File: config.mk
export PLATFORM = sky130hd
export DESIGN_NAME = base58_encoder_core
export DESIGN_NICKNAME = d
export VERILOG_FILES = /design/src/rtl/b58enc_pkg.sv /design/src/rtl/b58enc_datapath.sv /design/src/rtl/b58enc_ctrl.sv /design/src/rtl/base58_encoder_core.sv
export VERILOG_INCLUDE_DIRS = /design/src /design/src/rtl
export SDC_FILE = /design/constraint.sdc
export NUM_CORES = 1
export LEC_CHECK = 0
export BUFFER_PORTS_ARGS = -buffer_cell sky130_fd_sc_hd__buf_2
export CORE_AREA = 2 2 176 178
export CTS_BUF_LIST = sky130_fd_sc_hd__clkbuf_4
export CTS_CLUSTER_DIAMETER = 120
export DETAILED_ROUTE_END_ITERATION = 10
export DIE_AREA = 0 0 178 180
export PLACE_DENSITY = 0.81
export SYNTH_ARGS = -nofsm -noshare
export SYNTH_HDL_FRONTEND = slang
export SYNTH_SLANG_ARGS = --single-unit
File: constraint.sdc
create_clock -name clk -period 13.4 [get_ports clk]
set_clock_uncertainty 0.1 [all_clocks]
set_input_delay 0.67 -clock clk [delete_from_list [all_inputs] [get_ports clk]]
set_output_delay 0.67 -clock clk [all_outputs]
set_load 0.01 [all_outputs]
File: src/rtl/base58_encoder_core_defines.svh
// Assertion macros shared by the base58 encoder RTL.
`ifndef BASE58_ENCODER_CORE_DEFINES_SVH
`define BASE58_ENCODER_CORE_DEFINES_SVH

// Same-cycle implication, sampled on clk, ignored while rst_n is low.
`define B58_ASSERT_IMPLY(lbl, ante, cons, msg) \
    lbl: assert property (@(posedge clk) disable iff (!rst_n) (ante) |-> (cons)) \
        else $error(msg);

// Next-cycle implication, sampled on clk, ignored while rst_n is low.
`define B58_ASSERT_NEXT(lbl, ante, cons, msg) \
    lbl: assert property (@(posedge clk) disable iff (!rst_n) (ante) |=> (cons)) \
        else $error(msg);

`endif

File: src/rtl/b58enc_pkg.sv
// Types, constants and the alphabet mapping for the base58 encoder.
package b58enc_pkg;

    localparam int BYTE_CNT_W   = 6;
    localparam int EMIT_CNT_W   = 6;
    localparam int RESULT_LIMIT = 48;
    localparam int RADIX        = 58;
    localparam int VAL_W        = 14;
    localparam int RECIP_W      = 15;
    localparam int RECIP        = 18079;
    localparam int RECIP_SHIFT  = 20;
    localparam int PROD_W       = VAL_W + RECIP_W;

    localparam logic [6:0] CHAR_ONE = 7'd49;

    typedef enum logic [2:0] {
        ST_IDLE,
        ST_FOLD,
        ST_ZEROS,
        ST_SCAN,
        ST_FLUSH
    } state_t;

    typedef struct packed {
        logic load_carry;
        logic rd_en;
        logic fold_wr;
        logic live;
        logic scan_chk;
        logic put_one;
        logic flush;
        logic ovf;
    } dp_cmd_t;

    typedef struct packed {
        logic produced;
    } dp_stat_t;

    // Bitcoin alphabet: digits, then letters with 0, O, I and l left out
    function automatic logic [6:0] b58_char(input logic [5:0] d);
        logic [6:0] c;
        c = {1'b0, d};
        if (d <= 6'd8)
            b58_char = 7'd49 + c;
        else if (d <= 6'd16)
            b58_char = 7'd65 + c - 7'd9;
        else if (d <= 6'd21)
            b58_char = 7'd74 + c - 7'd17;
        else if (d <= 6'd32)
            b58_char = 7'd80 + c - 7'd22;
        else if (d <= 6'd43)
            b58_char = 7'd97 + c - 7'd33;
        else if (d <= 6'd57)
            b58_char = 7'd109 + c - 7'd44;
        else
            b58_char = CHAR_ONE;
    endfunction

endpackage

File: src/rtl/b58enc_datapath.sv
// Digit store, multiply-by-256 fold unit and character output stage.
module b58enc_datapath
    import b58enc_pkg::*;
#(
    parameter int DIGIT_SLOTS = 49,
    localparam int ADDR_W = $clog2(DIGIT_SLOTS)
)
(
    input  logic              clk,
    input  logic              rst_n,
    input  dp_cmd_t           cmd,
    input  logic [ADDR_W-1:0] rd_addr,
    input  logic [ADDR_W-1:0] wr_addr,
    input  logic [7:0]        data_byte,
    output dp_stat_t          stat,
    output logic              out_valid,
    output logic [6:0]        out_char,
    output logic              last_char,
    output logic              overflow
);

    logic [5:0]        mem [DIGIT_SLOTS];
    logic [5:0]        rd_data_reg;
    logic [7:0]        carry_reg;
    logic [5:0]        digit;
    logic [VAL_W-1:0]  value;
    logic [PROD_W-1:0] prod;
    logic [7:0]        quot;
    logic [VAL_W-1:0]  rem_full;
    logic [5:0]        rem;

    logic              produce;
    logic [6:0]        new_char;
    logic              emit_last;
    logic              pend_valid_reg, pend_valid_next;
    logic              started_reg, started_next;
    logic              out_valid_reg, out_valid_next;
    logic [6:0]        pend_char_reg;
    logic [6:0]        out_char_reg;
    logic              last_char_reg;
    logic              ovf_reg;

    always_ff @(posedge clk)
    begin
        if (cmd.rd_en)
            rd_data_reg <= mem[rd_addr];
        if (cmd.fold_wr)
            mem[wr_addr] <= rem;
    end

    // store reads as zero until the first fold has written every slot
    assign digit    = cmd.live ? rd_data_reg : 6'd0;
    assign value    = {digit, 8'h00} + {6'h00, carry_reg};
    assign prod     = PROD_W'(value) * PROD_W'(RECIP);
    assign quot     = prod[RECIP_SHIFT +: 8];
    assign rem_full = value - ({6'h00, quot} * VAL_W'(RADIX));
    assign rem      = rem_full[5:0];

    always_ff @(posedge clk)
    begin
        if (cmd.load_carry)
            carry_reg <= data_byte;
        else if (cmd.fold_wr)
            carry_reg <= quot;
    end

    assign produce  = cmd.put_one | (cmd.scan_chk & (started_reg | (digit != 6'd0)));
    assign new_char = cmd.put_one ? CHAR_ONE : b58_char(digit);
    assign stat.produced = produce;

    // one character held back so that the final one can be marked
    always_comb
    begin
        pend_valid_next = pend_valid_reg;
        started_next    = started_reg;
        out_valid_next  = 1'b0;
        emit_last       = 1'b0;
        if (produce)
        begin
            out_valid_next  = pend_valid_reg;
            pend_valid_next = 1'b1;
            started_next    = started_reg | cmd.scan_chk;
        end
        else if (cmd.flush)
        begin
            out_valid_next  = pend_valid_reg;
            emit_last       = 1'b1;
            pend_valid_next = 1'b0;
            started_next    = 1'b0;
        end
    end

    always_ff @(posedge clk or negedge rst_n)
    begin
        if (!rst_n)
        begin
            pend_valid_reg <= 1'b0;
            started_reg    <= 1'b0;
            out_valid_reg  <= 1'b0;
        end
        else
        begin
            pend_valid_reg <= pend_valid_next;
            started_reg    <= started_next;
            out_valid_reg  <= out_valid_next;
        end
    end

    always_ff @(posedge clk)
    begin
        if (produce)
            pend_char_reg <= new_char;
        if (produce || cmd.flush)
        begin
            out_char_reg  <= pend_char_reg;
            last_char_reg <= emit_last;
            ovf_reg       <= cmd.ovf;
        end
    end

    assign out_valid = out_valid_reg;
    assign out_char  = out_char_reg;
    assign last_char = last_char_reg;
    assign overflow  = ovf_reg;

endmodule

File: src/rtl/b58enc_ctrl.sv
// Sequencer for byte intake, digit folding and character emission.
module b58enc_ctrl
    import b58enc_pkg::*;
#(
    parameter int MAX_BYTES   = 35,
    parameter int DIGIT_SLOTS = 49,
    localparam int ADDR_W = $clog2(DIGIT_SLOTS),
    localparam int CNT_SW = $clog2(DIGIT_SLOTS + 1)
)
(
    input  logic              clk,
    input  logic              rst_n,
    input  logic              start,
    input  logic [7:0]        data_byte,
    input  logic              last_byte,
    output logic              busy,
    output dp_cmd_t           cmd,
    output logic [ADDR_W-1:0] rd_addr,
    output logic [ADDR_W-1:0] wr_addr,
    input  dp_stat_t          stat
);

    localparam logic [CNT_SW-1:0]     SLOTS_C  = CNT_SW'(DIGIT_SLOTS);
    localparam logic [BYTE_CNT_W-1:0] BYTE_LIM = BYTE_CNT_W'(MAX_BYTES);
    localparam logic [EMIT_CNT_W-1:0] EMIT_END = EMIT_CNT_W'(RESULT_LIMIT - 1);

    state_t                  state_reg, state_next;
    logic [CNT_SW-1:0]       slot_cnt_reg, slot_cnt_next;
    logic [BYTE_CNT_W-1:0]   byte_count_reg, byte_count_next;
    logic [BYTE_CNT_W-1:0]   zero_count_reg, zero_count_next;
    logic [EMIT_CNT_W-1:0]   emit_cnt_reg, emit_cnt_next;
    logic                    seen_nonzero_reg, seen_nonzero_next;
    logic                    overflow_flag_reg, overflow_flag_next;
    logic                    store_live_reg, store_live_next;
    logic                    last_pend_reg, last_pend_next;
    logic                    do_fold;
    logic [CNT_SW-1:0]       fold_rd_idx;
    logic [CNT_SW-1:0]       fold_wr_idx;

    // fold walks from least significant slot down to slot 0
    assign fold_rd_idx = SLOTS_C - CNT_SW'(1) - slot_cnt_reg;
    assign fold_wr_idx = SLOTS_C - slot_cnt_reg;

    assign busy = (state_reg != ST_IDLE);

    always_ff @(posedge clk or negedge rst_n)
    begin
        if (!rst_n)
        begin
            state_reg         <= ST_IDLE;
            slot_cnt_reg      <= '0;
            byte_count_reg    <= '0;
            zero_count_reg    <= '0;
            emit_cnt_reg      <= '0;
            seen_nonzero_reg  <= 1'b0;
            overflow_flag_reg <= 1'b0;
            store_live_reg    <= 1'b0;
            last_pend_reg     <= 1'b0;
        end
        else
        begin
            state_reg         <= state_next;
            slot_cnt_reg      <= slot_cnt_next;
            byte_count_reg    <= byte_count_next;
            zero_count_reg    <= zero_count_next;
            emit_cnt_reg      <= emit_cnt_next;
            seen_nonzero_reg  <= seen_nonzero_next;
            overflow_flag_reg <= overflow_flag_next;
            store_live_reg    <= store_live_next;
            last_pend_reg     <= last_pend_next;
        end
    end

    always_comb
    begin
        state_next         = state_reg;
        slot_cnt_next      = slot_cnt_reg;
        byte_count_next    = byte_count_reg;
        zero_count_next    = zero_count_reg;
        emit_cnt_next      = emit_cnt_reg;
        seen_nonzero_next  = seen_nonzero_reg;
        overflow_flag_next = overflow_flag_reg;
        store_live_next    = store_live_reg;
        last_pend_next     = last_pend_reg;
        do_fold            = 1'b0;
        cmd                = '0;
        cmd.live           = store_live_reg;
        cmd.ovf            = overflow_flag_reg;
        rd_addr            = '0;
        wr_addr            = '0;

        case (state_reg)
            ST_IDLE:
            begin
                if (start)
                begin
                    if (byte_count_reg < BYTE_LIM)
                    begin
                        byte_count_next = byte_count_reg + 1'b1;
                        if (!seen_nonzero_reg && data_byte == 8'h00)
                            zero_count_next = zero_count_reg + 1'b1;
                        else
                            do_fold = 1'b1;
                    end
                    else
                        overflow_flag_next = 1'b1;

                    if (do_fold)
                    begin
                        seen_nonzero_next = 1'b1;
                        cmd.load_carry    = 1'b1;
                        slot_cnt_next     = '0;
                        last_pend_next    = last_byte;
                        state_next        = ST_FOLD;
                    end
                    else if (last_byte)
                        state_next = ST_ZEROS;
                end
            end

            ST_FOLD:
            begin
                cmd.rd_en   = (slot_cnt_reg != SLOTS_C);
                rd_addr     = fold_rd_idx[ADDR_W-1:0];
                cmd.fold_wr = (slot_cnt_reg != '0);
                wr_addr     = fold_wr_idx[ADDR_W-1:0];
                if (slot_cnt_reg == SLOTS_C)
                begin
                    store_live_next = 1'b1;
                    state_next      = last_pend_reg ? ST_ZEROS : ST_IDLE;
                end
                else
                    slot_cnt_next = slot_cnt_reg + 1'b1;
            end

            ST_ZEROS:
            begin
                // zero count never exceeds MAX_BYTES, below the character limit
                if (zero_count_reg == '0)
                begin
                    slot_cnt_next = '0;
                    state_next    = ST_SCAN;
                end
                else
                begin
                    cmd.put_one     = 1'b1;
                    zero_count_next = zero_count_reg - 1'b1;
                end
            end

            ST_SCAN:
            begin
                cmd.rd_en    = (slot_cnt_reg != SLOTS_C);
                rd_addr      = slot_cnt_reg[ADDR_W-1:0];
                cmd.scan_chk = (slot_cnt_reg != '0);
                if (slot_cnt_reg == SLOTS_C
                    || (cmd.scan_chk && stat.produced && emit_cnt_reg == EMIT_END))
                    state_next = ST_FLUSH;
                else
                    slot_cnt_next = slot_cnt_reg + 1'b1;
            end

            ST_FLUSH:
            begin
                cmd.flush          = 1'b1;
                byte_count_next    = '0;
                zero_count_next    = '0;
                emit_cnt_next      = '0;
                seen_nonzero_next  = 1'b0;
                overflow_flag_next = 1'b0;
                store_live_next    = 1'b0;
                last_pend_next     = 1'b0;
                state_next         = ST_IDLE;
            end

            default:
            begin
                state_next = ST_IDLE;
            end
        endcase

        if (stat.produced)
            emit_cnt_next = emit_cnt_reg + 1'b1;
    end

endmodule

File: src/rtl/base58_encoder_core.sv
// Top level of the base58 encoder: sequencer plus digit datapath.
`include "base58_encoder_core_defines.svh"

// Bytes enter most significant first on start while busy is low; last_byte marks
// the end of a string. A leading zero byte, or a byte dropped beyond MAX_BYTES,
// is handled in the idle state. Any other byte is folded into the base-58 digit
// store, one slot per cycle through a single-port-read, single-port-write
// memory, with busy high while it folds. After the last byte the block emits
// one '1' per leading zero byte, then scans the store from the most significant
// slot (stopping early once 48 characters are reached), then flushes. Characters
// appear on out_char for exactly one cycle with out_valid and cannot be held off;
// last_char marks the final one, and overflow is high on every character of a
// string that lost bytes.
module base58_encoder_core
    import b58enc_pkg::*;
#(
    parameter int MAX_BYTES   = 35,
    parameter int DIGIT_SLOTS = 49
)
(
    input  logic       clk,
    input  logic       rst_n,
    input  logic       start,
    output logic       busy,
    input  logic [7:0] data_byte,
    input  logic       last_byte,
    output logic       out_valid,
    output logic [6:0] out_char,
    output logic       last_char,
    output logic       overflow
);

    localparam int ADDR_W = $clog2(DIGIT_SLOTS);

    dp_cmd_t           cmd;
    dp_stat_t          stat;
    logic [ADDR_W-1:0] rd_addr;
    logic [ADDR_W-1:0] wr_addr;

    b58enc_ctrl #(
        .MAX_BYTES   (MAX_BYTES),
        .DIGIT_SLOTS (DIGIT_SLOTS)
    ) u_ctrl (
        .clk       (clk),
        .rst_n     (rst_n),
        .start     (start),
        .data_byte (data_byte),
        .last_byte (last_byte),
        .busy      (busy),
        .cmd       (cmd),
        .rd_addr   (rd_addr),
        .wr_addr   (wr_addr),
        .stat      (stat)
    );

    b58enc_datapath #(
        .DIGIT_SLOTS (DIGIT_SLOTS)
    ) u_datapath (
        .clk       (clk),
        .rst_n     (rst_n),
        .cmd       (cmd),
        .rd_addr   (rd_addr),
        .wr_addr   (wr_addr),
        .data_byte (data_byte),
        .stat      (stat),
        .out_valid (out_valid),
        .out_char  (out_char),
        .last_char (last_char),
        .overflow  (overflow)
    );

    `B58_ASSERT_NEXT(a_last_goes_busy, start && !busy && last_byte, busy, "last byte ignored")
    `B58_ASSERT_NEXT(a_final_char_ends, out_valid && last_char, !out_valid, "char after last_char")
    `B58_ASSERT_IMPLY(a_char_range, out_valid,
                      out_char >= 7'd49 && out_char <= 7'd122, "character outside alphabet")

endmodule
======== After elaboration in Yosys (flattened, before gate mapping) ========
Memory sizes are Yosys's and may differ from the RTL's. A register that Yosys moved wholly into a read port is not among the register bits.
Index checks and enable logic that the tools add are counted.
cells by class
  $add $sub $neg .......................... 20
  multiply operators ...................... 2
  magnitude comparators ................... 7
  equality and inequality tests ........... 19
  muxes and demuxes ....................... 67
  bitwise gates (word level) .............. 4
  reduce and logical (&&, ||, !) cells .... 27
operators by type and width
  cell                      number
  $mux W6                   15
  $mux W7                   6
  $add A7 B6 Y7 const A     5
  $mul A14 B15 Y28 const B  1
  $mux W1                   28
  $add A6 B1 Y6 const B     4
  $pmux W6 S2               2
  $pmux W6 S4               1
  $le A6 B6 Y1 const B      3
  $mux W3                   6
  $pmux W6 S3               1
  $mux W8                   2
  $add A14 B8 Y14           1
  $sub A7 B5 Y7 const B     2
  $sub A7 B6 Y7 const B     2
  $eq A6 B6 Y1 const B      2
  $le A6 B5 Y1 const B      2
  $ne A2 B1 Y1 const B      6
  $pmux W3 S4               1
  $reduce_bool A6 Y1        2
  $sub A6 B6 Y6 const A     2
  $ne A2 B2 Y1 const B      5
  $reduce_and A5 Y1         2
  $reduce_bool A2 Y1        5
  28 further kinds          40
storage, ports and cells
  bits in registers ....................... 58
  RAM bits ................................ 294
  bits of input ports ..................... 12
  memories ................................ 1
memory list
  memory          depth  width  read ports  clocked after Yosys merged registers in  write ports  line                   source
  u_datapath.mem  49     6      1           1                                        1            b58enc_datapath.sv:22  logic [5:0] mem [DIGIT_SLOTS];

======== Logic depth before layout (Yosys ltp) ========
  word-level depth ........................ 10
  depth in mapped cells ................... 34

======== Cells and area by module ========
A second synthesis with hierarchy kept.
unflattened totals
  cell total of the unflattened synthesis .. 1,316
  area, all modules ....................... 19,332.3 sq um
modules (own cells, without submodules)
  module           instances  cells each  area an instance (sq um)
  b58enc_datapath  1          1,048       17,042.6
  b58enc_ctrl      1          268         2,289.7

======== Least setup slack after synthesis ========
Ideal clock, no wire load.
  kind .................................... flip-flop to flip-flop
  start point ............................. register u_ctrl.store_live_reg
  end point ............................... memory u_datapath.mem[0][5], data pin
  setup time .............................. 483 ps
  arrival time ............................ 8,719 ps
  slack ................................... 4,098 ps
  cell stages (with the launch flop) ...... 35
  buffers on the path ..................... 3
  clock period less this slack ............ 9,302 ps
  cell sequence ........................... dfrtp_1 -> clkbuf_1 -> clkbuf_1 -> nand2_1 -> ha_1 -> ha_1 -> or2_2 -> inv_1 -> fa_1 -> inv_1 -> ha_1 -> fa_1 -> inv_1 -> fa_1 -> inv_1 -> ha_1 -> ha_1 -> nand4_1 -> a21oi_1 -> o21ai_0 -> a31oi_1 -> nor3b_1 -> or2_2 -> buf_2 -> o311ai_0 -> nor2_1 -> ha_1 -> ha_1 -> inv_1 -> ha_1 -> a21oi_1 -> xnor2_1 -> xnor2_1 -> xnor3_1 -> xnor2_1
on the way
  word-level cells in the longest chain between the ends .. 5
RTL lines
  what                              line                   source
  from (decl)                       b58enc_ctrl.sv:34      logic store_live_reg, store_live_next;
  from (signal assigned)            b58enc_ctrl.sv:69      store_live_reg <= store_live_next;
  $mux W6                           b58enc_datapath.sv:52  assign digit = cmd.live ? rd_data_reg : 6'd0;
  $add A14 B8 Y14                   b58enc_datapath.sv:53  assign value = {digit, 8'h00} + {6'h00, carry_reg};
  $mul A14 B15 Y28                  b58enc_datapath.sv:54  assign prod = PROD_W'(value) * PROD_W'(RECIP);
  $mul A8 B5 Y5                     b58enc_datapath.sv:56  assign rem_full = value - ({6'h00, quot} * VAL_W'(RADIX));
  $sub A6 B6 Y6                     b58enc_datapath.sv:56
  named net u_datapath.rem_full[5]  b58enc_datapath.sv:29  logic [VAL_W-1:0] rem_full;
  to (decl)                         b58enc_datapath.sv:22
The timed path passes the listed nets, and every way through them passes these cells.

======== Worst setup path after layout ========
  start point ............................. register u_ctrl.store_live_reg
  end point ............................... memory u_datapath.mem[21][5], data pin
The elaborated chain is that of the path after synthesis.

==> flow_metrics.env <==
export IMPL_relSlewSlack_pct=26.6
export IMPL_grt_pass1_vias=12200
export IMPL_die_w_um=178
export IMPL_max_cap_violations=0
export IMPL_dp_cells=1775
export IMPL_ys_types=70
export IMPL_r2r_start="u_ctrl.store_live_reg"
export IMPL_crit_start="u_ctrl.store_live_reg"
export IMPL_syn_num_nets=1609
export IMPL_yosysWarnings=0
export IMPL_status="finished, final reports clean"
export IMPL_crit_arrival_ns=9.14
export IMPL_irDropWorstVdd_v=0.000117
export IMPL_p_leak_nw=8.28
export IMPL_routed_wl_um=40300
export IMPL_rsz0062_at_grt="no"
export IMPL_die_area_mm2=0.0320
export IMPL_power_density_mw_per_mm2=102
export IMPL_critPathLaunchType="flop"
export IMPL_endpoint_kind="flop"
export IMPL_coreArea_mm2=0.0302
export IMPL_layout_cells_non_filler=1944
export IMPL_antenna_left=0
export IMPL_dr_pass1_iters=6
export IMPL_clkLatencyLatePin_ns=0.76
export IMPL_cts_buffer_depth=3
export IMPL_setup_tns_ns=0
export IMPL_nets=1687
export IMPL_antenna_found_initial=2
export IMPL_numPortBuffers=22
export IMPL_synth_seq_cells=358
export IMPL_drc=0
export IMPL_cts_tree="built"
export IMPL_dpl_hpwl_um=27200
export IMPL_grt_ovfl_total=0
export IMPL_area_growth_pct=8.87
export IMPL_drt_wirelength_per_cell_um=20.8
export IMPL_track_usage_pct=26.1
export IMPL_postSynth_asyncResetShare_pct=9.50
export IMPL_crit_top_cell="ha_1"
export IMPL_worst_pin_slew_ns=1.10
export IMPL_start_util_pct=63.7
export IMPL_crit_end="u_datapath.mem[21][5]"
export IMPL_cp_slowest_stage_delay_ns=0.63
export IMPL_syn_inst=1395
export IMPL_cts_buffers=91
export IMPL_reg2reg_depth=32
export IMPL_synth_ff_type="edfxtp_1"
export IMPL_finalCritPeriodShare_pct=65.4
export IMPL_netlist_area_mm2=0.0192
export IMPL_num_vias=11900
export IMPL_largest_reg_flops=294
export IMPL_post_route_min_period_ns=8.77
export IMPL_post_route_cells_drive_above_1_share_pct=17.1
export IMPL_grt_max_degree=57
export IMPL_ios=23
export IMPL_cp_max_fo=49
export IMPL_drt_iter0_drc=1149
export IMPL_worstPathRequired_ns=13.77
export IMPL_htree_levels=3
export IMPL_grt_pass1_wl_um=63800
export IMPL_syn_area_per_cell_um2=13.8
export IMPL_drt_vias_per_instance=6.13
export IMPL_root_buffer="clkbuf_4"
export IMPL_cp_slowest_cell="dfrtp_1"
export IMPL_gp_congestion=0.871
export IMPL_rows=64
export IMPL_cts_sinks=358
export IMPL_finalInstanceArea_mm2=0.0209
export IMPL_synth_edff_count=324
export IMPL_ys_seq_area_share_pct=55.0
export IMPL_clkSlewWorstSetupHoldPaths_ns=0.07
export IMPL_drv_slew=0
export IMPL_hp_class="in -> reg"
export IMPL_finalSetupViolations=0
export IMPL_power_total_mw=2.14
export IMPL_max_freq_ghz=0.114
export IMPL_place_area_mm2=0.0197
export IMPL_reg2reg_slack_ns=4.63
export IMPL_fp_dieH_um=180
export IMPL_reg2reg_to="u_datapath.mem[21][5]"
export IMPL_holdWs_ns=0.162
export IMPL_hold_viol=0
export IMPL_crit_type="reg -> reg"
## worst max-delay path, delay by kind of cell (launching register included)
kind                     cells  cell delay (ns)
buffers and inverters        6             0.69
AND/OR/NAND/NOR              5             1.46
adder cells (fa/ha/maj)     11             3.88
AO/OA/AOI/OAI                6             0.95
flip-flops                   1             0.63
XOR/XNOR                     4             0.73
## area by class of cell
cell class,count,area (µm²)
Timing Repair Buffer,36,218
Sequential cell,358,10600
Antenna cell,2,5.00
Clock buffer,124,931
Clock inverter,42,275
Fill cell,1992,9250
Tap cell,396,495
Multi-Input combinational cell,847,7920
Inverter,139,522
## power breakdown
group	total, mW	internal, mW	leakage [nW]	switching (mW)
registers	1.20	1.20	3.53	0
clock network	0.938	0.495	0.700	0.444
logic	0.00621	0.00182	4.04	0.00439
total	2.14	1.70	8.28	0.448
## layer usage
layer  vias up  GRT usage (%)  part of all wire [%]
met5         -              0                     0
met4         0           9.74                   2.8
met3       109           5.29                   7.8
met2       551           43.0                    51
met1      5852           34.4                    39
li1       5396              -                     -
## per-stage QoR
step	setup slack, ns	util, %
after floorplan	4.10	-
after global placement	5.03	65.3
after detailed placement	4.74	65.3
after CTS	4.68	69.4
after global routing	4.06	69.4
final	4.63	69.4
## layout by cell type (no fill, tap or decap), drive strengths merged, types with 9 or more instances in the layout
master  synthesis  routed
and2           27      27
clkbuf         32     124
o21ai          35      35
nor2          102     102
a211oi         28      28
a311oi          9       9
edfxtp        324     324
xnor2          33      33
nand3          27      27
inv           138     140
a31oi          17      17
clkinv          1      37
a21oi          42      42
nor3           13      13
buf            19      35
a21o            9       9
dfrtp          34      34
fa             59      59
nand2         113     113
ha            143     143
nand4          10      10
mux4           72      72
## cells by family after synthesis
family / after synthesis / synth area share [%]
AOI/OAI and AO/OA: 195 / 6.93
xor gates and xnor gates: 41 / 1.94
adders and majority gates: 202 / 15.4
buffers and inverters: 190 / 3.97
DFF: 358 / 55.0
muxes: 79 / 8.81
and+or+nand+nor: 330 / 7.91
## synthesized netlist by cell type, drive strengths merged (4+ instances only)
cell type,instances,area share [%]
edfxtp,324,51
a21oi,42,1.1
a31oi,17,0.55
nand4,10,0.33
and3,4,0.13
o31ai,8,0.41
a311oi,9,0.41
nor3,13,0.34
dfrtp,34,4.4
nor2b,4,0.13
a21o,9,0.35
o211ai,4,0.16
nand2,113,2.2
ha,143,9.3
xor2,7,0.32
o21a,5,0.20
buf,19,0.63
clkbuf,32,0.62
nand3,27,0.70
a211oi,28,1.1
nor2,102,2.0
o21ai,35,0.91
o2111ai,4,0.18
or3,5,0.16
xnor2,33,1.5
mux4,72,8.4
inv,138,2.7
mux2i,4,0.21
nand2b,8,0.26
and2,27,0.88
a311o,7,0.36
fa,59,6.1
## what timing repair did
item                                    4_1_cts  5_1_grt
buffers inserted                              0        0
gates resized for setup                       0        0
hold buffers                                  1        0
endpoints found under the hold margin        34        0
endpoints found under the setup margin        0        0
## how the worst min path moves through the flow
stage	startpoint	endpoint	slack, ns	depth (start not counted)
final	data_byte[7]	u_datapath.carry_reg[7]	0.16	3
after global routing	data_byte[5]	u_datapath.carry_reg[5]	0.14	3
after CTS	data_byte[5]	u_datapath.carry_reg[5]	0.11	3
after detailed placement	u_datapath.pend_char_reg[0]	u_datapath.out_char[0]	0.31	0
after global placement	u_datapath.pend_char_reg[0]	u_datapath.out_char[0]	0.30	0
after floorplan	rst_n	u_ctrl.byte_count_reg[0]	0.27	0
Power figures use the tool's default switching activity.
